File: config.mk
export PLATFORM = sky130hd
export DESIGN_NAME = flux_beat_detector
export DESIGN_NICKNAME = d
export VERILOG_FILES = /design/src/hdl/fbd_pkg.sv /design/src/hdl/fbd_serial_arith.sv /design/src/hdl/flux_beat_detector.sv
export VERILOG_INCLUDE_DIRS = /design/src /design/src/hdl
export SDC_FILE = /design/constraint.sdc
export NUM_CORES = 2
export LEC_CHECK = 0
export BUFFER_PORTS_ARGS = -buffer_cell sky130_fd_sc_hd__buf_4
export CAP_MARGIN = 20
export CORE_MARGIN = 2
export CORE_UTILIZATION = 40
export DETAILED_ROUTE_END_ITERATION = 6
export SLEW_MARGIN = 0
export SYNTH_ARGS = -nofsm -noshare
export SYNTH_HDL_FRONTEND = slang
export SYNTH_SLANG_ARGS = --single-unit
File: constraint.sdc
create_clock -name clk_i -period 9.5 [get_ports clk_i]
set_input_delay 1.425 -clock clk_i [delete_from_list [all_inputs] [get_ports clk_i]]
set_output_delay 1.425 -clock clk_i [all_outputs]
set_load 0.01 [all_outputs]
File: src/hdl/flux_beat_detector_defines.svh
// assertion macros shared by the detector rtl
`ifndef FLUX_BEAT_DETECTOR_DEFINES_SVH
`define FLUX_BEAT_DETECTOR_DEFINES_SVH

// same-cycle implication, sampled on clk_i, quiet during reset
`define FBD_ASSERT_IMP(lbl, ante, cons) \
  lbl: assert property (@(posedge clk_i) disable iff (!rst_ni) (ante) |-> (cons)) \
    else $error("implication failed");

// next-cycle implication, sampled on clk_i, quiet during reset
`define FBD_ASSERT_NXT(lbl, ante, cons) \
  lbl: assert property (@(posedge clk_i) disable iff (!rst_ni) (ante) |=> (cons)) \
    else $error("next-cycle implication failed");

`endif

File: src/hdl/fbd_pkg.sv
`timescale 1ns / 1ps
`default_nettype none
package fbd_pkg;

  // configuration register indexes
  localparam logic [2:0] CfgMult   = 3'd0;
  localparam logic [2:0] CfgFloor  = 3'd1;
  localparam logic [2:0] CfgBase   = 3'd2;
  localparam logic [2:0] CfgScale  = 3'd3;
  localparam logic [2:0] CfgOffset = 3'd4;
  localparam logic [2:0] CfgTFloor = 3'd5;
  localparam logic [2:0] CfgDiv    = 3'd6;

  // register reset values
  localparam logic [31:0] RstMult   = 32'd98304;
  localparam logic [31:0] RstFloor  = 32'd655;
  localparam logic [31:0] RstBase   = 32'd131072;
  localparam logic [31:0] RstScale  = 32'd65536;
  localparam logic [31:0] RstOffset = 32'd0;
  localparam logic [31:0] RstTFloor = 32'd6554;
  localparam logic [31:0] RstDiv    = 32'd65536;

  // fixed-point constants
  localparam logic [20:0] SinceMax    = 21'd1048576;
  localparam logic [20:0] MinInterval = 21'd13107;
  localparam logic [16:0] LevelOne    = 17'd65536;
  localparam logic [16:0] LevelHalf   = 17'd32768;
  localparam logic [47:0] KeepQ16     = 48'd64225;
  localparam logic [47:0] TakeQ16     = 48'd1311;
  localparam logic [47:0] SixTenths   = 48'd39322;
  localparam logic [31:0] U32Max      = 32'hFFFF_FFFF;
  localparam logic [3:0]  TaylorTerms = 4'd12;

  // shift-add / restoring divide step counts
  localparam logic [6:0] MulSteps = 7'd48;
  localparam logic [6:0] DivSteps = 7'd64;

  typedef enum logic {
    ARITH_MUL = 1'b0,
    ARITH_DIV = 1'b1
  } arith_op_e;

  typedef struct packed {
    logic      start;
    arith_op_e op;
  } arith_req_t;

  typedef struct packed {
    logic busy;
    logic done;
  } arith_sts_t;

  // e^n in Q16.16, rounded
  function automatic logic [39:0] exp_int_q16(input logic [4:0] n);
    logic [39:0] v;
    case (n)
      5'd0:    v = 40'd65536;
      5'd1:    v = 40'd178145;
      5'd2:    v = 40'd484249;
      5'd3:    v = 40'd1316326;
      5'd4:    v = 40'd3578144;
      5'd5:    v = 40'd9726405;
      5'd6:    v = 40'd26439109;
      5'd7:    v = 40'd71868951;
      5'd8:    v = 40'd195360063;
      5'd9:    v = 40'd531043708;
      5'd10:   v = 40'd1443526462;
      5'd11:   v = 40'd3923911752;
      5'd12:   v = 40'd10666298010;
      5'd13:   v = 40'd28994004059;
      5'd14:   v = 40'd78813874367;
      5'd15:   v = 40'd214238322522;
      5'd16:   v = 40'd582360139072;
      default: v = 40'd0;
    endcase
    return v;
  endfunction

endpackage
`default_nettype wire

File: src/hdl/fbd_serial_arith.sv
`timescale 1ns / 1ps
`default_nettype none
module fbd_serial_arith
  import fbd_pkg::*;
(
  input  wire logic        clk_i,
  input  wire logic        rst_ni,
  input  wire arith_req_t  req_i,
  input  wire logic [47:0] mul_a_i,
  input  wire logic [47:0] mul_b_i,
  input  wire logic [63:0] div_n_i,
  input  wire logic [63:0] div_d_i,
  output arith_sts_t       sts_o,
  output logic [95:0]      prod_o,
  output logic [63:0]      quot_o
);

  logic [63:0] hi_q, hi_d;
  logic [63:0] lo_q, lo_d;
  logic [63:0] opnd_q, opnd_d;
  logic [6:0]  cnt_q, cnt_d;
  logic        busy_q, busy_d;
  logic        done_q, done_d;
  arith_op_e   op_q, op_d;

  // one multiplier bit or one quotient bit per cycle
  always_comb begin
    logic [48:0] msum;
    logic [64:0] rem;
    logic        ge;
    hi_d   = hi_q;
    lo_d   = lo_q;
    opnd_d = opnd_q;
    cnt_d  = cnt_q;
    busy_d = busy_q;
    op_d   = op_q;
    done_d = 1'b0;
    msum   = {1'b0, hi_q[47:0]} + (lo_q[0] ? {1'b0, opnd_q[47:0]} : 49'd0);
    rem    = {hi_q, lo_q[63]};
    ge     = (rem >= {1'b0, opnd_q});
    if (busy_q) begin
      if (op_q == ARITH_MUL) begin
        hi_d = {16'd0, msum[48:1]};
        lo_d = {16'd0, msum[0], lo_q[47:1]};
      end else begin
        hi_d = ge ? 64'(rem - {1'b0, opnd_q}) : rem[63:0];
        lo_d = {lo_q[62:0], ge};
      end
      cnt_d = cnt_q - 7'd1;
      if (cnt_q == 7'd1) begin
        busy_d = 1'b0;
        done_d = 1'b1;
      end
    end else if (req_i.start) begin
      op_d   = req_i.op;
      busy_d = 1'b1;
      hi_d   = 64'd0;
      if (req_i.op == ARITH_MUL) begin
        lo_d   = {16'd0, mul_b_i};
        opnd_d = {16'd0, mul_a_i};
        cnt_d  = MulSteps;
      end else begin
        lo_d   = div_n_i;
        opnd_d = div_d_i;
        cnt_d  = DivSteps;
      end
    end
  end

  // control state
  always_ff @(posedge clk_i or negedge rst_ni) begin
    if (!rst_ni) begin
      busy_q <= 1'b0;
      done_q <= 1'b0;
      cnt_q  <= 7'd0;
      op_q   <= ARITH_MUL;
    end else begin
      busy_q <= busy_d;
      done_q <= done_d;
      cnt_q  <= cnt_d;
      op_q   <= op_d;
    end
  end

  // datapath shift registers
  always_ff @(posedge clk_i) begin
    hi_q   <= hi_d;
    lo_q   <= lo_d;
    opnd_q <= opnd_d;
  end

  assign sts_o.busy = busy_q;
  assign sts_o.done = done_q;
  assign prod_o     = {hi_q[47:0], lo_q[47:0]};
  assign quot_o     = lo_q;

endmodule
`default_nettype wire

File: src/hdl/flux_beat_detector.sv
`timescale 1ns / 1ps
`default_nettype none
// Spectral-flux beat detector. One request in (low-band flux, frame time) gives
// one request out (beat level, beat flag). All multiplies and divides run through
// one shared bit-serial unit. A frame without a beat needs four or six
// multiplies; a frame that fires a beat adds the exponential (twelve
// multiply/divide pairs and a multiply by the integer power), two multiplies
// for the adaptation value and its denominator, and the falloff division. The
// input stalls while a frame is in work; a finished result waits in the output
// register while the next request is taken.
`include "flux_beat_detector_defines.svh"
module flux_beat_detector
  import fbd_pkg::*;
(
  input  wire logic        clk_i,
  input  wire logic        rst_ni,
  input  wire logic        cfg_we_i,
  input  wire logic [2:0]  cfg_idx_i,
  input  wire logic [31:0] cfg_data_i,
  input  wire logic        in_valid_i,
  output logic             in_stall_o,
  input  wire logic [31:0] low_band_flux_i,
  input  wire logic [15:0] frame_time_i,
  output logic             out_valid_o,
  input  wire logic        out_stall_i,
  output logic [16:0]      beat_level_o,
  output logic             beat_now_o
);

  typedef enum logic [13:0] {
    ST_IDLE    = 14'b00000000000001,
    ST_THR_A   = 14'b00000000000010,
    ST_THR_B   = 14'b00000000000100,
    ST_CMP     = 14'b00000000001000,
    ST_EXP_MUL = 14'b00000000010000,
    ST_EXP_DIV = 14'b00000000100000,
    ST_EXP_INT = 14'b00000001000000,
    ST_ADAPT   = 14'b00000010000000,
    ST_DENOM   = 14'b00000100000000,
    ST_FALL    = 14'b00001000000000,
    ST_DECAY_A = 14'b00010000000000,
    ST_DECAY_B = 14'b00100000000000,
    ST_DECAY_C = 14'b01000000000000,
    ST_DONE    = 14'b10000000000000
  } state_e;

  state_e      state_q, state_d;
  logic        issued_q, issued_d;
  logic [31:0] mult_q, floor_q, base_q, scale_q, offs_q, tfloor_q, tdiv_q;
  logic [31:0] thr_q, thr_d;
  logic [20:0] since_q, since_d;
  logic [16:0] level_q, level_d;
  logic [31:0] fall_q, fall_d;
  logic        beat_q, beat_d;
  logic        out_valid_q, out_valid_d;
  logic [16:0] out_level_q, out_level_d;
  logic        out_beat_q, out_beat_d;
  logic [31:0] flux_q, flux_d;
  logic [15:0] dt_q, dt_d;
  logic [63:0] acc_q, acc_d;
  logic [32:0] tmp_q, tmp_d;
  logic [32:0] term_q, term_d;
  logic [34:0] sum_q, sum_d;
  logic [3:0]  k_q, k_d;
  logic [40:0] e_q, e_d;
  logic [31:0] adapt_q, adapt_d;
  logic [31:0] decay_q, decay_d;

  arith_req_t  arith_req;
  arith_sts_t  arith_sts;
  logic        arith_start;
  logic [47:0] mul_a, mul_b;
  logic [63:0] div_n, div_d;
  logic [95:0] prod;
  logic [63:0] quot;

  fbd_serial_arith u_arith (
    .clk_i   (clk_i),
    .rst_ni  (rst_ni),
    .req_i   (arith_req),
    .mul_a_i (mul_a),
    .mul_b_i (mul_b),
    .div_n_i (div_n),
    .div_d_i (div_d),
    .sts_o   (arith_sts),
    .prod_o  (prod),
    .quot_o  (quot)
  );

  // operand selection for the shared unit
  always_comb begin
    logic [35:0] sum_r;
    sum_r  = {1'b0, sum_q} + 36'd32768;
    arith_req.start = arith_start;
    arith_req.op = ARITH_MUL;
    mul_a  = 48'd0;
    mul_b  = 48'd0;
    div_n  = 64'd0;
    div_d  = 64'd0;
    case (state_q)
      ST_THR_A: begin
        mul_a = {16'd0, thr_q};
        mul_b = KeepQ16;
      end
      ST_THR_B: begin
        mul_a = {16'd0, flux_q};
        mul_b = TakeQ16;
      end
      ST_CMP: begin
        mul_a = {16'd0, thr_q};
        mul_b = {16'd0, mult_q};
      end
      ST_EXP_MUL: begin
        mul_a = {15'd0, term_q};
        mul_b = {32'd0, since_q[15:0]};
      end
      ST_EXP_DIV: begin
        arith_req.op = ARITH_DIV;
        div_n = {31'd0, tmp_q};
        div_d = {60'd0, k_q};
      end
      ST_EXP_INT: begin
        mul_a = {8'd0, exp_int_q16(since_q[20:16])};
        mul_b = {28'd0, sum_r[35:16]};
      end
      ST_ADAPT: begin
        mul_a = {16'd0, scale_q};
        mul_b = {7'd0, e_q};
      end
      ST_DENOM: begin
        mul_a = {16'd0, adapt_q};
        mul_b = {16'd0, tdiv_q};
      end
      ST_FALL: begin
        arith_req.op = ARITH_DIV;
        div_n = {1'b0, base_q, 31'd0};
        div_d = acc_q;
      end
      ST_DECAY_A: begin
        mul_a = {16'd0, fall_q};
        mul_b = {32'd0, dt_q};
      end
      ST_DECAY_B: begin
        mul_a = {16'd0, decay_q};
        mul_b = SixTenths;
      end
      ST_DECAY_C: begin
        mul_a = acc_q[47:0];
        mul_b = {31'd0, level_q};
      end
      default: begin
        mul_a = 48'd0;
      end
    endcase
  end

  // frame sequencer
  always_comb begin
    logic [21:0] since_sum;
    logic [63:0] thr_sum;
    logic [63:0] e_r;
    logic [48:0] adapt_sum;
    logic [31:0] adapt_v;
    logic [31:0] decay_v;
    logic [32:0] sub_v;
    logic        compute;
    since_sum   = {1'b0, since_q} + {6'd0, frame_time_i};
    thr_sum     = acc_q + prod[63:0] + 64'd32768;
    e_r         = prod[63:0] + 64'd32768;
    adapt_sum   = {1'b0, prod[63:16]} + {17'd0, offs_q};
    decay_v     = prod[47:16];
    sub_v       = prod[64:32];
    adapt_v     = U32Max;
    state_d     = state_q;
    issued_d    = issued_q;
    thr_d       = thr_q;
    since_d     = since_q;
    level_d     = level_q;
    fall_d      = fall_q;
    beat_d      = beat_q;
    flux_d      = flux_q;
    dt_d        = dt_q;
    acc_d       = acc_q;
    tmp_d       = tmp_q;
    term_d      = term_q;
    sum_d       = sum_q;
    k_d         = k_q;
    e_d         = e_q;
    adapt_d     = adapt_q;
    decay_d     = decay_q;
    out_valid_d = out_valid_q;
    out_level_d = out_level_q;
    out_beat_d  = out_beat_q;
    arith_start = 1'b0;
    compute = (state_q != ST_IDLE) && (state_q != ST_DONE);

    // output register drains independently
    if (out_valid_q && !out_stall_i) begin
      out_valid_d = 1'b0;
    end

    // launch the pending operation once per state
    if (compute && !issued_q) begin
      if ((state_q == ST_FALL) && (acc_q == 64'd0)) begin
        fall_d  = U32Max;
        since_d = 21'd0;
        state_d = ST_DECAY_A;
      end else begin
        arith_start = 1'b1;
        issued_d    = 1'b1;
      end
    end

    case (state_q)
      ST_IDLE: begin
        if (in_valid_i) begin
          flux_d  = low_band_flux_i;
          dt_d    = frame_time_i;
          since_d = (since_sum > {1'b0, SinceMax}) ? SinceMax : since_sum[20:0];
          state_d = ST_THR_A;
        end
      end
      ST_DONE: begin
        if (!out_valid_q || !out_stall_i) begin
          out_valid_d = 1'b1;
          out_level_d = level_q;
          out_beat_d  = beat_q;
          state_d     = ST_IDLE;
        end
      end
      default: begin
        if (issued_q && arith_sts.done) begin
          issued_d = 1'b0;
          case (state_q)
            ST_THR_A: begin
              acc_d   = prod[63:0];
              state_d = ST_THR_B;
            end
            ST_THR_B: begin
              thr_d   = thr_sum[47:16];
              state_d = ST_CMP;
            end
            ST_CMP: begin
              if (({16'd0, flux_q, 16'd0} > prod[63:0]) && (flux_q > floor_q)
                  && (since_q > MinInterval)) begin
                beat_d  = 1'b1;
                level_d = LevelOne;
                term_d  = 33'h1_0000_0000;
                sum_d   = 35'h1_0000_0000;
                k_d     = 4'd1;
                state_d = ST_EXP_MUL;
              end else begin
                beat_d  = 1'b0;
                state_d = ST_DECAY_A;
              end
            end
            ST_EXP_MUL: begin
              tmp_d   = prod[48:16];
              state_d = ST_EXP_DIV;
            end
            ST_EXP_DIV: begin
              term_d = quot[32:0];
              sum_d  = sum_q + {2'd0, quot[32:0]};
              if (k_q == TaylorTerms) begin
                state_d = ST_EXP_INT;
              end else begin
                k_d     = k_q + 4'd1;
                state_d = ST_EXP_MUL;
              end
            end
            ST_EXP_INT: begin
              e_d     = e_r[56:16];
              state_d = ST_ADAPT;
            end
            ST_ADAPT: begin
              if (prod[95:64] != 32'd0) begin
                adapt_v = U32Max;
              end else if (adapt_sum[48:32] != 17'd0) begin
                adapt_v = U32Max;
              end else begin
                adapt_v = adapt_sum[31:0];
              end
              adapt_d = (adapt_v < tfloor_q) ? tfloor_q : adapt_v;
              state_d = ST_DENOM;
            end
            ST_DENOM: begin
              acc_d   = prod[63:0];
              state_d = ST_FALL;
            end
            ST_FALL: begin
              fall_d  = (quot[63:32] != 32'd0) ? U32Max : quot[31:0];
              since_d = 21'd0;
              state_d = ST_DECAY_A;
            end
            ST_DECAY_A: begin
              decay_d = decay_v;
              if (level_q > LevelHalf) begin
                level_d = (decay_v < {15'd0, level_q}) ? (level_q - decay_v[16:0]) : 17'd0;
                state_d = ST_DONE;
              end else begin
                state_d = ST_DECAY_B;
              end
            end
            ST_DECAY_B: begin
              acc_d   = prod[63:0];
              state_d = ST_DECAY_C;
            end
            ST_DECAY_C: begin
              level_d = (sub_v < {16'd0, level_q}) ? (level_q - sub_v[16:0]) : 17'd0;
              state_d = ST_DONE;
            end
            default: begin
              state_d = ST_IDLE;
            end
          endcase
        end
      end
    endcase
  end

  // configuration registers
  always_ff @(posedge clk_i or negedge rst_ni) begin
    if (!rst_ni) begin
      mult_q   <= RstMult;
      floor_q  <= RstFloor;
      base_q   <= RstBase;
      scale_q  <= RstScale;
      offs_q   <= RstOffset;
      tfloor_q <= RstTFloor;
      tdiv_q   <= RstDiv;
    end else if (cfg_we_i) begin
      case (cfg_idx_i)
        CfgMult:   mult_q   <= cfg_data_i;
        CfgFloor:  floor_q  <= cfg_data_i;
        CfgBase:   base_q   <= cfg_data_i;
        CfgScale:  scale_q  <= cfg_data_i;
        CfgOffset: offs_q   <= cfg_data_i;
        CfgTFloor: tfloor_q <= cfg_data_i;
        CfgDiv:    tdiv_q   <= cfg_data_i;
        default: begin
          mult_q <= mult_q;
        end
      endcase
    end
  end

  // control and detector state
  always_ff @(posedge clk_i or negedge rst_ni) begin
    if (!rst_ni) begin
      state_q     <= ST_IDLE;
      issued_q    <= 1'b0;
      thr_q       <= 32'd0;
      since_q     <= 21'd0;
      level_q     <= 17'd0;
      fall_q      <= RstBase;
      beat_q      <= 1'b0;
      out_valid_q <= 1'b0;
    end else begin
      state_q     <= state_d;
      issued_q    <= issued_d;
      thr_q       <= thr_d;
      since_q     <= since_d;
      level_q     <= level_d;
      fall_q      <= fall_d;
      beat_q      <= beat_d;
      out_valid_q <= out_valid_d;
    end
  end

  // working registers
  always_ff @(posedge clk_i) begin
    flux_q      <= flux_d;
    dt_q        <= dt_d;
    acc_q       <= acc_d;
    tmp_q       <= tmp_d;
    term_q      <= term_d;
    sum_q       <= sum_d;
    k_q         <= k_d;
    e_q         <= e_d;
    adapt_q     <= adapt_d;
    decay_q     <= decay_d;
    out_level_q <= out_level_d;
    out_beat_q  <= out_beat_d;
  end

  assign in_stall_o   = (state_q != ST_IDLE);
  assign out_valid_o  = out_valid_q;
  assign beat_level_o = out_level_q;
  assign beat_now_o   = out_beat_q;

  // checks
  `FBD_ASSERT_IMP(a_start_idle_unit, arith_req.start, !arith_sts.busy)
  `FBD_ASSERT_IMP(a_done_awaited, arith_sts.done, issued_q)
  `FBD_ASSERT_NXT(a_accept_starts, in_valid_i && !in_stall_o, state_q == ST_THR_A)

endmodule
`default_nettype wire
==> run_results.csv <==
group,metric,value,unit
synth,synth_nets,6037,
sta,maxSlewViolCount,0,
power,power.density,151,nW/µm²
clock_tree,ctsLongestPathBuffers,3,
global_route,grt_pass1_wl,325000,µm
floorplanning,dieArea,143000,µm²
finish,syn2layout_area_growth,12.4,%
clock_tree,clk_pin_slew,60,ps
setup_path,cp_top_family,"compound AO/OA/AOI/OAI gates",
setup_path,cp_slowest_cell,"o41ai_1",
finish,final_common_cell,"edfxtp_1",
global_route,grt_pass1_vias,44900,
synth,ys_types,94,
sta,min_period,7540,ps
place,io_buffer_count,107,
setup_path,required,9980,ps
synth,avgSynthCellArea,10.2,µm²
place,place_congestion,1.05,
global_route,antenna_found_initial,20,
synth,synth_top_flop_cell,"edfxtp_1",
global_route,grt_max_degree,83,
finish,fin_nets,6132,
global_route,use_met2,47.1,%
power,p_leak,26.7,nW
routing,wl_per_cell,30.3,µm
global_route,grtUsageMet1,41.2,%
global_route,grt_use_met3,7.39,%
clock_tree,cts_made_buffers,102,
sta,tightest_slew,1190,ps
global_route,groute.usage.overall,31.3,%
place,dpl.hpwl,166000,µm
setup_path,crit_top_cell,"a21o_1",
sta,report.final.hold_viol_count,0,
synth,ys_async_sr_fraction,39.9,%
routing,drt_iter0_drc,5989,
routing,firstDrtPassIters,7,
sta,fmax,0.133,GHz
setup_path,max_stage_delay,1010,ps
floorplanning,die_w,379,µm
clock_tree,post_cts_resize_count,0,
synth,synth-edff-count,532,
sta,maxSlewHeadroom,19.8,%
sta,fin_ws,1960,ps
min_path,hp-class,"flop to flop",
sta,fin_skew,108,ps
floorplanning,initial_utilization,40.3,%
status,status,"complete, but fails checks",
routing,vias,47600,
setup_path,path_max_fanout,28,
setup_path,crit_buf_inv,3,
routing,wirelength,229000,µm
setup_path,crit_type,"flop to flop",
floorplanning,io_pins,108,
sta,rsz0062_at_grt,"false",
global_route,top_usage_layer,"met2",
clock_tree,clock_sinks,885,
setup_path,end_kind,"flop",
clock_tree,cts-root-buf,"clkbuf_16",
setup_path,crit_path_start_kind,"flop",
status,violations,"design-rule violations",
synth,seq_area_frac_synth,44.2,%
synth,ys_ff_latch,885,
finish,postLayoutCellArea,63100,µm²
clock_tree,cts_setup_buffers,0,
sta,setup_viol,0,
synth,synthesis.area,56200,µm²
clock_tree,cts_tree,"built",
power,ir_worst_vdd,181,µV
floorplanning,num_rows,137,
place,placed_cells,7343,
place,pre_cts_ws,1830,ps
synth,yosysWarnings,0,
clock_tree,cts.htree.levels,3,
sta,period_share,79.4,%
global_route,overflow,0,
routing,drc,2,
flow_run,max_cap_viol_count,0,
sta,setup_tns,0,ps
finish,stdcell_count,7547,
synth,synth_cells,5480,
place,dpl_cell_area,59500,µm²
clock_tree,cts_hold_buf,0,
routing,antenna_left,0,
finish,layout_common_cells,"532 x edfxtp_1, 462 x ha_1, 443 x nand2_1",
floorplanning,die_h,379,µm
setup_path,cp.arrival,8020,ps
floorplanning,core_area,139000,µm²
finish,layout-drive-gt1-share,13.1,%
clock_tree,clock_latency,800,ps
routing,viasPerCell,6.30,
## worst paths after layout
kind,startpoint,to,cells after the start,slack (ps)
worst min-delay path,beat_q,beat_now_o,0,460
worst max register to register,u_arith.quot_o[21],adapt_q[31],25,1960
worst min register to register,beat_q,beat_now_o,0,460
worst max-delay path,u_arith.quot_o[21],adapt_q[31],25,1960
max in group asynchronous,rst_ni,state_q[12],3,6580
min in group asynchronous,rst_ni,base_q[21],1,600
## flip-flops by register name, summed over array words and instances (netlist names), 33 cells and up
register / cells
e_q: 41
u_arith.hi_q: 64
term_q: 33
sum_q: 35
tmp_q: 33
u_arith.quot_o: 64
u_arith.opnd_q: 64
acc_q: 64
## per-stage QoR
stage	total power [mW]	util (%)	hold WS [ps]
after floorplan	5.07	-	419
after global placement	5.35	42.7	441
after detailed placement	5.38	42.7	451
after CTS	9.56	45.3	463
after global routing	9.85	45.3	478
final	9.54	45.3	459
## report_power, final
part | total [mW] | switching (mW) | internal [mW] | leakage (nW)
registers | 4.43 | 0.137 | 4.29 | 9.68
clock network | 4.21 | 1.81 | 2.40 | 1.75
logic | 0.895 | 0.470 | 0.424 | 15.3
total | 9.54 | 2.41 | 7.12 | 26.7
## metal layers
metal	share of wire (%)	vias up
met1	40	23500
met4	6.8	20
met5	0.063	-
li1	-	20900
met3	9.7	592
met2	43	2572
## synthesized netlist by cell type (all sizes together), types with 135 or more instances
cell | number | share of area, %
nand4 | 135 | 1.5
o21ai | 339 | 3.0
ha | 462 | 10
mux2 | 230 | 4.6
dfrtp | 333 | 15
nand2 | 446 | 3.0
clkbuf | 222 | 1.5
inv | 278 | 1.9
nor2 | 318 | 2.1
edfxtp | 532 | 28
a21oi | 324 | 2.9
a21o | 157 | 2.1
xnor2 | 160 | 2.5
## cell type report
class,count,area (µm²)
Timing Repair Buffer,236,1790
Inverter,279,1050
Multi-Input combinational cell,4071,29500
Sequential cell,885,24800
Tap cell,1876,2350
Fill cell,13300,76200
Clock buffer,144,2980
Antenna cell,6,15.0
Clock inverter,50,624
## cells by family (layout without fill, tap and decap cells)
logic type	count (synthesis)	after routing	share of synthesized area [%]
and+or+nand+nor	1518	1518	13.4
DFF	885	885	44.2
muxes	277	277	5.45
other	0	6	0
AOI/OAI and AO/OA	1536	1536	18.6
xor gates and xnor gates	271	271	4.23
adders and majority gates	469	469	10.5
buffers and inverters	524	709	3.56
No activity file was read; power rests on OpenSTA's default activity.
